<file path="config.mk">
export PLATFORM = sky130hd
export DESIGN_NAME = nfu_page_replacement
export DESIGN_NICKNAME = d
export VERILOG_FILES = /design/src/rtl/core/nfu_pkg.sv /design/src/rtl/core/nfu_ram.sv /design/src/rtl/core/nfu_cmp.sv /design/src/rtl/core/nfu_page_replacement.sv
export SDC_FILE = /design/constraint.sdc
export NUM_CORES = 2
export LEC_CHECK = 0
export BUFFER_PORTS_ARGS = -buffer_cell sky130_fd_sc_hd__buf_4
export CAP_MARGIN = 0
export CORE_MARGIN = 4
export CORE_UTILIZATION = 29
export CTS_CLUSTER_DIAMETER = 200
export DETAILED_ROUTE_END_ITERATION = 6
export SLEW_MARGIN = 25
export SYNTH_ARGS = -nofsm -noshare
export SYNTH_HDL_FRONTEND = slang
export SYNTH_MEMORY_MAX_BITS = 65536
export SYNTH_SLANG_ARGS = --single-unit
export TNS_END_PERCENT = 50
</file>
<file path="constraint.sdc">
create_clock -name clk -period 15.8 [get_ports clk]
set_input_delay 2.37 -clock clk [delete_from_list [all_inputs] [get_ports clk]]
set_output_delay 2.37 -clock clk [all_outputs]
set_load 0.05 [all_outputs]
</file>
<file path="src/rtl/core/nfu_pkg.sv">
// nfu_pkg: shared constants and types for the nfu page replacement block
// no dependencies; imported by nfu_cmp, nfu_page_replacement and tb
package nfu_pkg;

    localparam int CFG_BITS   = 5;
    localparam int SLOT_BITS  = 4;
    localparam int FAULT_BITS = 32;
    localparam int DATA_BITS  = 32;
    localparam int ADDR_BITS  = 3;

    // register index, taken from paddr[2]
    localparam logic REG_FRAMES_IN_USE = 1'b0;

    localparam logic [CFG_BITS-1:0] FRAMES_IN_USE_RESET = 5'd16;

    typedef struct packed {
        logic clear;
        logic match_en;
        logic min_en;
    } cmp_ctrl_t;

endpackage

</file>
<file path="src/rtl/core/nfu_ram.sv">
// nfu_ram: generic single-write, single-read ram with registered read data
// no dependencies
module nfu_ram #(
    parameter int WIDTH = 8,
    parameter int DEPTH = 16
) (
    input  logic                                        clk,
    input  logic                                        we,
    input  logic [((DEPTH > 1) ? $clog2(DEPTH) : 1)-1:0] waddr,
    input  logic [WIDTH-1:0]                            wdata,
    input  logic [((DEPTH > 1) ? $clog2(DEPTH) : 1)-1:0] raddr,
    output logic [WIDTH-1:0]                            rdata
);

    logic [WIDTH-1:0] mem [DEPTH];
    logic [WIDTH-1:0] rdata_reg;

    always_ff @(posedge clk)
    begin
        if (we)
        begin
            mem[waddr] <= wdata;
        end
        rdata_reg <= mem[raddr];
    end

    assign rdata = rdata_reg;

endmodule

</file>
<file path="src/rtl/core/nfu_cmp.sv">
// nfu_cmp: shared compare unit, hit match and running minimum over the frame scan
// depends on nfu_pkg (cmp_ctrl_t)
module nfu_cmp
    import nfu_pkg::*;
#(
    parameter int IDX_BITS   = 4,
    parameter int PAGE_BITS  = 8,
    parameter int COUNT_BITS = 16
) (
    input  logic                  clk,
    input  logic                  rst_n,
    input  cmp_ctrl_t             ctrl,
    input  logic [PAGE_BITS-1:0]  pg,
    input  logic [PAGE_BITS-1:0]  frame_page,
    input  logic [IDX_BITS-1:0]   frame_idx,
    input  logic [COUNT_BITS-1:0] count,
    output logic                  hit,
    output logic [IDX_BITS-1:0]   hit_idx,
    output logic [IDX_BITS-1:0]   best_idx,
    output logic [PAGE_BITS-1:0]  best_page
);

    logic                  hit_reg,       hit_next;
    logic [IDX_BITS-1:0]   hit_idx_reg,   hit_idx_next;
    logic [PAGE_BITS-1:0]  s2_page_reg,   s2_page_next;
    logic [IDX_BITS-1:0]   s2_idx_reg,    s2_idx_next;
    logic                  have_reg,      have_next;
    logic [COUNT_BITS-1:0] best_cnt_reg,  best_cnt_next;
    logic [IDX_BITS-1:0]   best_idx_reg,  best_idx_next;
    logic [PAGE_BITS-1:0]  best_page_reg, best_page_next;

    always_comb
    begin
        hit_next       = hit_reg;
        hit_idx_next   = hit_idx_reg;
        s2_page_next   = s2_page_reg;
        s2_idx_next    = s2_idx_reg;
        have_next      = have_reg;
        best_cnt_next  = best_cnt_reg;
        best_idx_next  = best_idx_reg;
        best_page_next = best_page_reg;
        if (ctrl.clear)
        begin
            hit_next  = 1'b0;
            have_next = 1'b0;
        end
        if (ctrl.match_en)
        begin
            s2_page_next = frame_page;
            s2_idx_next  = frame_idx;
            if (frame_page == pg)
            begin
                hit_next     = 1'b1;
                hit_idx_next = frame_idx;
            end
        end
        // strict compare keeps the lowest frame on ties
        if (ctrl.min_en && (!have_reg || (count < best_cnt_reg)))
        begin
            have_next      = 1'b1;
            best_cnt_next  = count;
            best_idx_next  = s2_idx_reg;
            best_page_next = s2_page_reg;
        end
    end

    always_ff @(posedge clk or negedge rst_n)
    begin
        if (!rst_n)
        begin
            hit_reg       <= 1'b0;
            hit_idx_reg   <= '0;
            s2_page_reg   <= '0;
            s2_idx_reg    <= '0;
            have_reg      <= 1'b0;
            best_cnt_reg  <= '0;
            best_idx_reg  <= '0;
            best_page_reg <= '0;
        end
        else
        begin
            hit_reg       <= hit_next;
            hit_idx_reg   <= hit_idx_next;
            s2_page_reg   <= s2_page_next;
            s2_idx_reg    <= s2_idx_next;
            have_reg      <= have_next;
            best_cnt_reg  <= best_cnt_next;
            best_idx_reg  <= best_idx_next;
            best_page_reg <= best_page_next;
        end
    end

    assign hit       = hit_reg;
    assign hit_idx   = hit_idx_reg;
    assign best_idx  = best_idx_reg;
    assign best_page = best_page_reg;

endmodule

</file>
<file path="src/rtl/core/nfu_page_replacement.sv">
// nfu_page_replacement: not-frequently-used page replacement, sequencer and config port
// depends on nfu_pkg, nfu_ram (frame and count tables), nfu_cmp (scan compare unit)
// an item runs from start through the frame scan over the occupied frames, one frame read per
// cycle through the frame ram and count ram, to the update state; busy is high until it ends,
// so a new start waits; done is registered from the update state; the receiver cannot stall
// results; after reset the count table is cleared, one entry per cycle, over all 2^PAGE_BITS
// entries with busy high; config writes are taken during that pass
module nfu_page_replacement
    import nfu_pkg::*;
#(
    parameter int FRAMES     = 16,
    parameter int PAGE_BITS  = 8,
    parameter int COUNT_BITS = 16
) (
    input  logic                  clk,
    input  logic                  rst_n,
    input  logic                  psel,
    input  logic                  penable,
    input  logic                  pwrite,
    input  logic [ADDR_BITS-1:0]  paddr,
    input  logic [DATA_BITS-1:0]  pwdata,
    output logic [DATA_BITS-1:0]  prdata,
    output logic                  pready,
    input  logic                  start,
    output logic                  busy,
    input  logic [PAGE_BITS-1:0]  page,
    output logic                  done,
    output logic                  hit,
    output logic [SLOT_BITS-1:0]  frame_slot,
    output logic                  evicted_valid,
    output logic [PAGE_BITS-1:0]  evicted_page,
    output logic [FAULT_BITS-1:0] fault_total
);

    localparam int IDX_BITS  = (FRAMES > 1) ? $clog2(FRAMES) : 1;
    localparam int FILL_BITS = $clog2(FRAMES + 1);
    localparam int CAP_BITS  = (FILL_BITS > CFG_BITS) ? FILL_BITS : CFG_BITS;
    localparam int SW        = (IDX_BITS > SLOT_BITS) ? IDX_BITS : SLOT_BITS;
    localparam int PAGES     = 1 << PAGE_BITS;

    typedef enum logic [1:0] {
        ST_CLEAR,
        ST_IDLE,
        ST_SCAN,
        ST_UPDATE
    } state_t;

    state_t                state_reg,    state_next;
    logic [PAGE_BITS-1:0]  clr_reg,      clr_next;
    logic [CFG_BITS-1:0]   cfg_reg,      cfg_next;
    logic [PAGE_BITS-1:0]  pg_reg,       pg_next;
    logic [FILL_BITS-1:0]  filled_reg,   filled_next;
    logic [FILL_BITS-1:0]  idx_reg,      idx_next;
    logic                  v1_reg,       v1_next;
    logic                  v2_reg,       v2_next;
    logic [IDX_BITS-1:0]   idx1_reg,     idx1_next;
    logic [FAULT_BITS-1:0] fault_reg,    fault_next;
    logic                  done_reg,     done_next;
    logic                  hit_reg,      hit_next;
    logic [SLOT_BITS-1:0]  slot_reg,     slot_next;
    logic                  ev_valid_reg, ev_valid_next;
    logic [PAGE_BITS-1:0]  ev_page_reg,  ev_page_next;

    logic                  cfg_wr;
    logic [CAP_BITS-1:0]   cfg_w;
    logic [CAP_BITS-1:0]   frames_w;
    logic [CAP_BITS-1:0]   cap_w;
    logic                  room;
    logic                  accept;
    logic                  issue;

    logic                  frame_we;
    logic [IDX_BITS-1:0]   frame_waddr;
    logic [PAGE_BITS-1:0]  frame_rdata;
    logic                  count_we;
    logic [PAGE_BITS-1:0]  count_waddr;
    logic [COUNT_BITS-1:0] count_wdata;
    logic [PAGE_BITS-1:0]  count_raddr;
    logic [COUNT_BITS-1:0] count_rdata;

    cmp_ctrl_t             cmp_ctrl;
    logic                  cmp_hit;
    logic [IDX_BITS-1:0]   cmp_hit_idx;
    logic [IDX_BITS-1:0]   cmp_best_idx;
    logic [PAGE_BITS-1:0]  cmp_best_page;
    logic [IDX_BITS-1:0]   slot_idx;
    logic [SW-1:0]         slot_ext;

    // config port
    assign pready = 1'b1;
    assign cfg_wr = psel && penable && pwrite && pready;
    assign prdata = (paddr[2] == REG_FRAMES_IN_USE) ? DATA_BITS'(cfg_reg) : '0;

    // effective capacity, clamped to 1..FRAMES
    assign cfg_w    = CAP_BITS'(cfg_reg);
    assign frames_w = CAP_BITS'(FRAMES);
    assign cap_w    = (cfg_w == '0) ? CAP_BITS'(1) : ((cfg_w > frames_w) ? frames_w : cfg_w);
    assign room     = CAP_BITS'(filled_reg) < cap_w;

    assign busy   = (state_reg != ST_IDLE);
    assign accept = start && !busy;
    assign issue  = (state_reg == ST_SCAN) && (idx_reg < filled_reg);

    assign cmp_ctrl.clear    = accept;
    assign cmp_ctrl.match_en = v1_reg;
    assign cmp_ctrl.min_en   = v2_reg;

    // second read stage looks up the count of the page just read
    assign count_raddr = v1_reg ? frame_rdata : pg_reg;

    always_comb
    begin
        state_next    = state_reg;
        clr_next      = clr_reg;
        cfg_next      = cfg_reg;
        pg_next       = pg_reg;
        filled_next   = filled_reg;
        idx_next      = idx_reg;
        v1_next       = issue;
        v2_next       = v1_reg;
        idx1_next     = idx1_reg;
        fault_next    = fault_reg;
        done_next     = 1'b0;
        hit_next      = hit_reg;
        slot_next     = slot_reg;
        ev_valid_next = ev_valid_reg;
        ev_page_next  = ev_page_reg;
        frame_we      = 1'b0;
        frame_waddr   = filled_reg[IDX_BITS-1:0];
        count_we      = 1'b0;
        count_waddr   = pg_reg;
        count_wdata   = COUNT_BITS'(1);
        slot_idx      = cmp_hit_idx;

        if (cfg_wr && (paddr[2] == REG_FRAMES_IN_USE))
        begin
            cfg_next = pwdata[CFG_BITS-1:0];
        end

        if (issue)
        begin
            idx_next  = idx_reg + FILL_BITS'(1);
            idx1_next = idx_reg[IDX_BITS-1:0];
        end

        unique case (state_reg)
            ST_CLEAR:
            begin
                count_we    = 1'b1;
                count_waddr = clr_reg;
                count_wdata = '0;
                clr_next    = clr_reg + PAGE_BITS'(1);
                if (clr_reg == PAGE_BITS'(PAGES - 1))
                begin
                    state_next = ST_IDLE;
                end
            end
            ST_IDLE:
            begin
                if (start)
                begin
                    pg_next    = page;
                    idx_next   = '0;
                    state_next = ST_SCAN;
                end
            end
            ST_SCAN:
            begin
                if (!issue && !v1_reg)
                begin
                    state_next = ST_UPDATE;
                end
            end
            ST_UPDATE:
            begin
                done_next     = 1'b1;
                hit_next      = cmp_hit;
                ev_valid_next = 1'b0;
                ev_page_next  = '0;
                if (cmp_hit)
                begin
                    slot_idx    = cmp_hit_idx;
                    count_we    = (count_rdata != '1);
                    count_wdata = count_rdata + COUNT_BITS'(1);
                end
                else
                begin
                    if (fault_reg != '1)
                    begin
                        fault_next = fault_reg + FAULT_BITS'(1);
                    end
                    frame_we    = 1'b1;
                    count_we    = (count_rdata == '0);
                    count_wdata = COUNT_BITS'(1);
                    if (room)
                    begin
                        slot_idx    = filled_reg[IDX_BITS-1:0];
                        filled_next = filled_reg + FILL_BITS'(1);
                    end
                    else
                    begin
                        slot_idx      = cmp_best_idx;
                        ev_valid_next = 1'b1;
                        ev_page_next  = cmp_best_page;
                    end
                    frame_waddr = slot_idx;
                end
                state_next = ST_IDLE;
            end
            default:
            begin
                state_next = ST_IDLE;
            end
        endcase

        slot_ext = SW'(slot_idx);
        if (state_reg == ST_UPDATE)
        begin
            slot_next = slot_ext[SLOT_BITS-1:0];
        end
    end

    always_ff @(posedge clk or negedge rst_n)
    begin
        if (!rst_n)
        begin
            state_reg    <= ST_CLEAR;
            clr_reg      <= '0;
            cfg_reg      <= FRAMES_IN_USE_RESET;
            pg_reg       <= '0;
            filled_reg   <= '0;
            idx_reg      <= '0;
            v1_reg       <= 1'b0;
            v2_reg       <= 1'b0;
            idx1_reg     <= '0;
            fault_reg    <= '0;
            done_reg     <= 1'b0;
            hit_reg      <= 1'b0;
            slot_reg     <= '0;
            ev_valid_reg <= 1'b0;
            ev_page_reg  <= '0;
        end
        else
        begin
            state_reg    <= state_next;
            clr_reg      <= clr_next;
            cfg_reg      <= cfg_next;
            pg_reg       <= pg_next;
            filled_reg   <= filled_next;
            idx_reg      <= idx_next;
            v1_reg       <= v1_next;
            v2_reg       <= v2_next;
            idx1_reg     <= idx1_next;
            fault_reg    <= fault_next;
            done_reg     <= done_next;
            hit_reg      <= hit_next;
            slot_reg     <= slot_next;
            ev_valid_reg <= ev_valid_next;
            ev_page_reg  <= ev_page_next;
        end
    end

    nfu_ram #(
        .WIDTH (PAGE_BITS),
        .DEPTH (FRAMES)
    ) u_frame_ram (
        .clk   (clk),
        .we    (frame_we),
        .waddr (frame_waddr),
        .wdata (pg_reg),
        .raddr (idx_reg[IDX_BITS-1:0]),
        .rdata (frame_rdata)
    );

    nfu_ram #(
        .WIDTH (COUNT_BITS),
        .DEPTH (PAGES)
    ) u_count_ram (
        .clk   (clk),
        .we    (count_we),
        .waddr (count_waddr),
        .wdata (count_wdata),
        .raddr (count_raddr),
        .rdata (count_rdata)
    );

    nfu_cmp #(
        .IDX_BITS   (IDX_BITS),
        .PAGE_BITS  (PAGE_BITS),
        .COUNT_BITS (COUNT_BITS)
    ) u_cmp (
        .clk        (clk),
        .rst_n      (rst_n),
        .ctrl       (cmp_ctrl),
        .pg         (pg_reg),
        .frame_page (frame_rdata),
        .frame_idx  (idx1_reg),
        .count      (count_rdata),
        .hit        (cmp_hit),
        .hit_idx    (cmp_hit_idx),
        .best_idx   (cmp_best_idx),
        .best_page  (cmp_best_page)
    );

    assign done          = done_reg;
    assign hit           = hit_reg;
    assign frame_slot    = slot_reg;
    assign evicted_valid = ev_valid_reg;
    assign evicted_page  = ev_page_reg;
    assign fault_total   = fault_reg;

    a_done_after_update: assert property (@(posedge clk) disable iff (!rst_n)
        done |-> $past(state_reg) == ST_UPDATE)
        else $error("result beat without an update cycle");

    a_filled_bound: assert property (@(posedge clk) disable iff (!rst_n)
        filled_reg <= FILL_BITS'(FRAMES))
        else $error("occupied frame count above frame total");

    a_start_scans: assert property (@(posedge clk) disable iff (!rst_n)
        start && !busy |=> state_reg == ST_SCAN)
        else $error("accepted beat did not start a scan");

    a_hit_no_evict: assert property (@(posedge clk) disable iff (!rst_n)
        done |-> !(hit && evicted_valid))
        else $error("eviction reported on a hit");

    a_pipe_in_scan: assert property (@(posedge clk) disable iff (!rst_n)
        v2_reg |-> state_reg == ST_SCAN)
        else $error("scan pipeline active outside the scan");

endmodule

</file>
==> metrics list <==
- Result of the run: finished clean
- The worst register-to-register path has a depth of 11.
- The congestion estimate from routability-driven global placement came to 0.800.
* Highest-count cells in the layout ignoring fill and taps: edfxtp_1 (4224), nand2_1 (2255), a21oi_1 (717)
- The hold violation count in the final report is 0.
- Maximum count of clock buffers along a single path: 4
- Flip-flop count of the largest register, all copies and words added: 4096
- Peak supply drop: 202 uV
- Vias/cell: 5.10
- Measured along the y axis, the die boundary spans 780 um.
- After routing, the total negative slack on setup checks comes to 0 ps.
* DRT antenna net count: 0
- Counting flops with a built-in enable in the synthesized netlist gives 4224.
* Reg with most FFs: u_count_ram.mem
* Startpoint of the worst-slack reg-to-reg timing path: v1_reg$_DFF_PN0_
* Number of setup buffers added after CTS: 0
* Most common library cell in the layout ignoring fill and taps: edfxtp_1
- Entering global routing, the biggest net connects 209 pins.
- Combinational family with the most area after synthesis: simple AND/OR/NAND/NOR gates
* Number of placement rows: 283
* Mux cell area share after synthesis: 7.34%
- Floorplan die width: 780 um
- Top-level I/O count: 130
- The first detailed-routing pass took 6 iterations.
- After clock tree synthesis, the flow added hold-fix buffers numbering 0.
- Post-Synthesis Cell Area: 173000 um^2
* Final WL: 480 mm
- Initial antenna violation count: 35
- Post-layout worst setup margin: 9140 ps
- Power per cell area: 184 nW/um^2
- Yosys mapped the design onto 62 distinct sky130hd cell types.
- Summing the areas of all compound-gate instances in the mapped netlist gives 5.29% of the synthesized area.
- Share of synthesized cell area in full adder, half adder and majority cells: 0.239%
* Clock-pin transition on the worst setup and hold timing paths: 60 ps
* Setup WS pre-CTS: 9250 ps
- Final Max Slew Viols: 0
- FMAX: 150 MHz
* HPWL after detailed placement: 267 mm
- In the final routed layout, each cell accounts on average for 24.1 um.
- Worst Path Max Fanout: 89
- For this block, the initial DRC count from the detailed router was 13000.
* Setup repair after global routing missed its margin: no
- Total CTS buffers: 438
- After layout, the minimum clock period comes to 6660 ps.
- Hold_sp: u_cmp.s2_idx_reg[0]$_DFFE_PN0P_
* Worst setup path category: reg2reg
- Number of levels in the clock H-tree: 5
- Buffers on Ports: 72
- Predominant post-synthesis flop cell: edfxtp_1
- Clock Sinks: 4380
- A synthesized cell averages 15.2 um^2.
* CTS tree: done
* CORE AREA: 594000 um^2
- Total overflow reported by the global router: 0
- Of the available clock period, the critical path in the final layout requires 42.1%.
- Tightest Pin Transition: 1200 ps
- Area overhead of the layout relative to synthesis: 15.1%
- Wire length of the first global-routing pass: 691 mm
- Synthesized-area fraction occupied by xor and xnor cells: 0.345%
- Start point of the critical path: v1_reg$_DFF_PN0_
* Signal arrival time at the worst endpoint: 7550 ps
- In the final design database the tool counted 11700 nets.
- Buffer type at the clock tree root: clkbuf_16
- Clock network latency to the later pin of the worst-skew pair: 1000 ps
* Final setup violation count: 0
- CP Capture Type: flip-flop
* Full die area: 608000 um^2
- Across the run, the number of max-cap violations was 0.
- STA classifies the critical path startpoint as a flip-flop.
* Synthesized netlist cell count: 11400
- After synthesis, the share of flip-flops with an asynchronous set or reset is 3.01%.
- Across the routed clock network, the largest skew measured is 61.2 ps.
- GR Util All Layers: 15.1%
- Relative slew margins: 17.6%
- For this block, the via count after detailed routing is 102000.
- Post-detailed-route DRC marker count: 0
- Part of the Yosys area used for sequential elements: 75.6%
- Yosys warning count: 0
- Cell leakage power: 0.0600 uW
* Layout cell share with drive strength beyond 1: 13.6%
- Area fraction in and, or, nand and nor cells after synthesis: 9.15%
* Worst path required time: 16690 ps
- Hold WC Path Type: reg2reg
- In this run, synthesis produced a sequential element count of 4380.
- After clock tree synthesis, the repair step resized 0 gates.
* Number of stages on the worst hold path: 1
* Starting Density: 29.1%
- Number of global-route vias before repair: 96000
power breakdown:
group,switching [uW],internal [uW]
Combinational,9300,3850
Sequential,218,12900
Clock,4460,5870
worst paths after layout:
kind | slack (ps) | end
max in group asynchronous | 13090 | fault_total[9]$_DFFE_PN0P_
min in group asynchronous | 1380 | u_cmp.s2_page_reg[5]$_DFFE_PN0P_
worst min register to register | 480 | u_cmp.best_idx[0]$_DFFE_PN0P_
worst min-delay path | 480 | u_cmp.best_idx[0]$_DFFE_PN0P_
worst max register to register | 9140 | u_count_ram.rdata[0]$_DFF_P_
worst max-delay path | 9140 | u_count_ram.rdata[0]$_DFF_P_
critical path: stages (launching register included):
cell and delay (ps):
dfrtp_2 330, buf_4 580, mux2_8 730, buf_12 500, buf_4 640, buf_4 670, mux4_2 580, a2111oi_0 840
nor3_1 290, nor3_1 630, o21ai_1 190, and4_1 190
cells by family (layout without fill, tap and decap cells):
kind of cell	after synthesis	count (layout)
muxes	852	852
DFF	4380	4380
xor gates and xnor gates	68	68
buffers and inverters	790	1407
adders and majority gates	33	33
and+or+nand+nor	3748	3748
other	2	67
AOI/OAI and AO/OA	1497	1497
layout make-up:
type	instances	area, um^2
repair buffers	556	4630
clock inverters	286	2910
multi-input cells	6226	39300
well taps	7837	9810
diodes	39	97.6
flip-flops and latches	4380	131000
clock buffers	523	11400
inverters	42	158
fillers	56500	395000
per-stage QoR:
| stage | total power (uW) | area [um^2] | hold slack, ps | utilization, % | instances |
|---|---|---|---|---|---|
| detailed placement | 26400 | 184000 | 475 | 31.1 | 19000 |
| CTS | 36700 | 199000 | 481 | 33.5 | 19800 |
| global route | 38300 | 199000 | 486 | 33.5 | 19900 |
| global placement | 26400 | 184000 | 468 | 31.0 | 19000 |
| finish | 36600 | 199000 | 477 | 33.5 | 19900 |
| floorplan | 21700 | 173000 | 355 | - | 11400 |
synthesized netlist by cell type, drive strengths merged (56+ instances only):
cell type / instances / share of area [%]
edfxtp: 4224 / 73
nand2: 2255 / 4.9
a21oi: 720 / 2.1
nand3: 596 / 1.8
mux2i: 470 / 2.7
clkbuf: 431 / 0.94
nor2: 401 / 0.87
mux4: 326 / 4.2
buf: 317 / 0.99
nor3: 289 / 0.84
o21ai: 223 / 0.65
o221ai: 217 / 1.1
dfrtp: 131 / 1.9
nand4: 128 / 0.46
a31oi: 111 / 0.40
o211ai: 95 / 0.41
mux2: 56 / 0.37
routing by layer:
| metal | part of all wire [%] | wire (um) | GRT usage [%] | up-vias |
|---|---|---|---|---|
| li1 | - | - | - | 43900 |
| met1 | 42 | 201000 | 21.6 | 52200 |
| met2 | 46 | 221000 | 23.5 | 4765 |
| met3 | 9.2 | 44000 | 2.63 | 733 |
| met4 | 2.9 | 13700 | 4.37 | 6 |
| met5 | 0.0071 | 34 | 0 | - |
(Power assumes the default switching activity.)
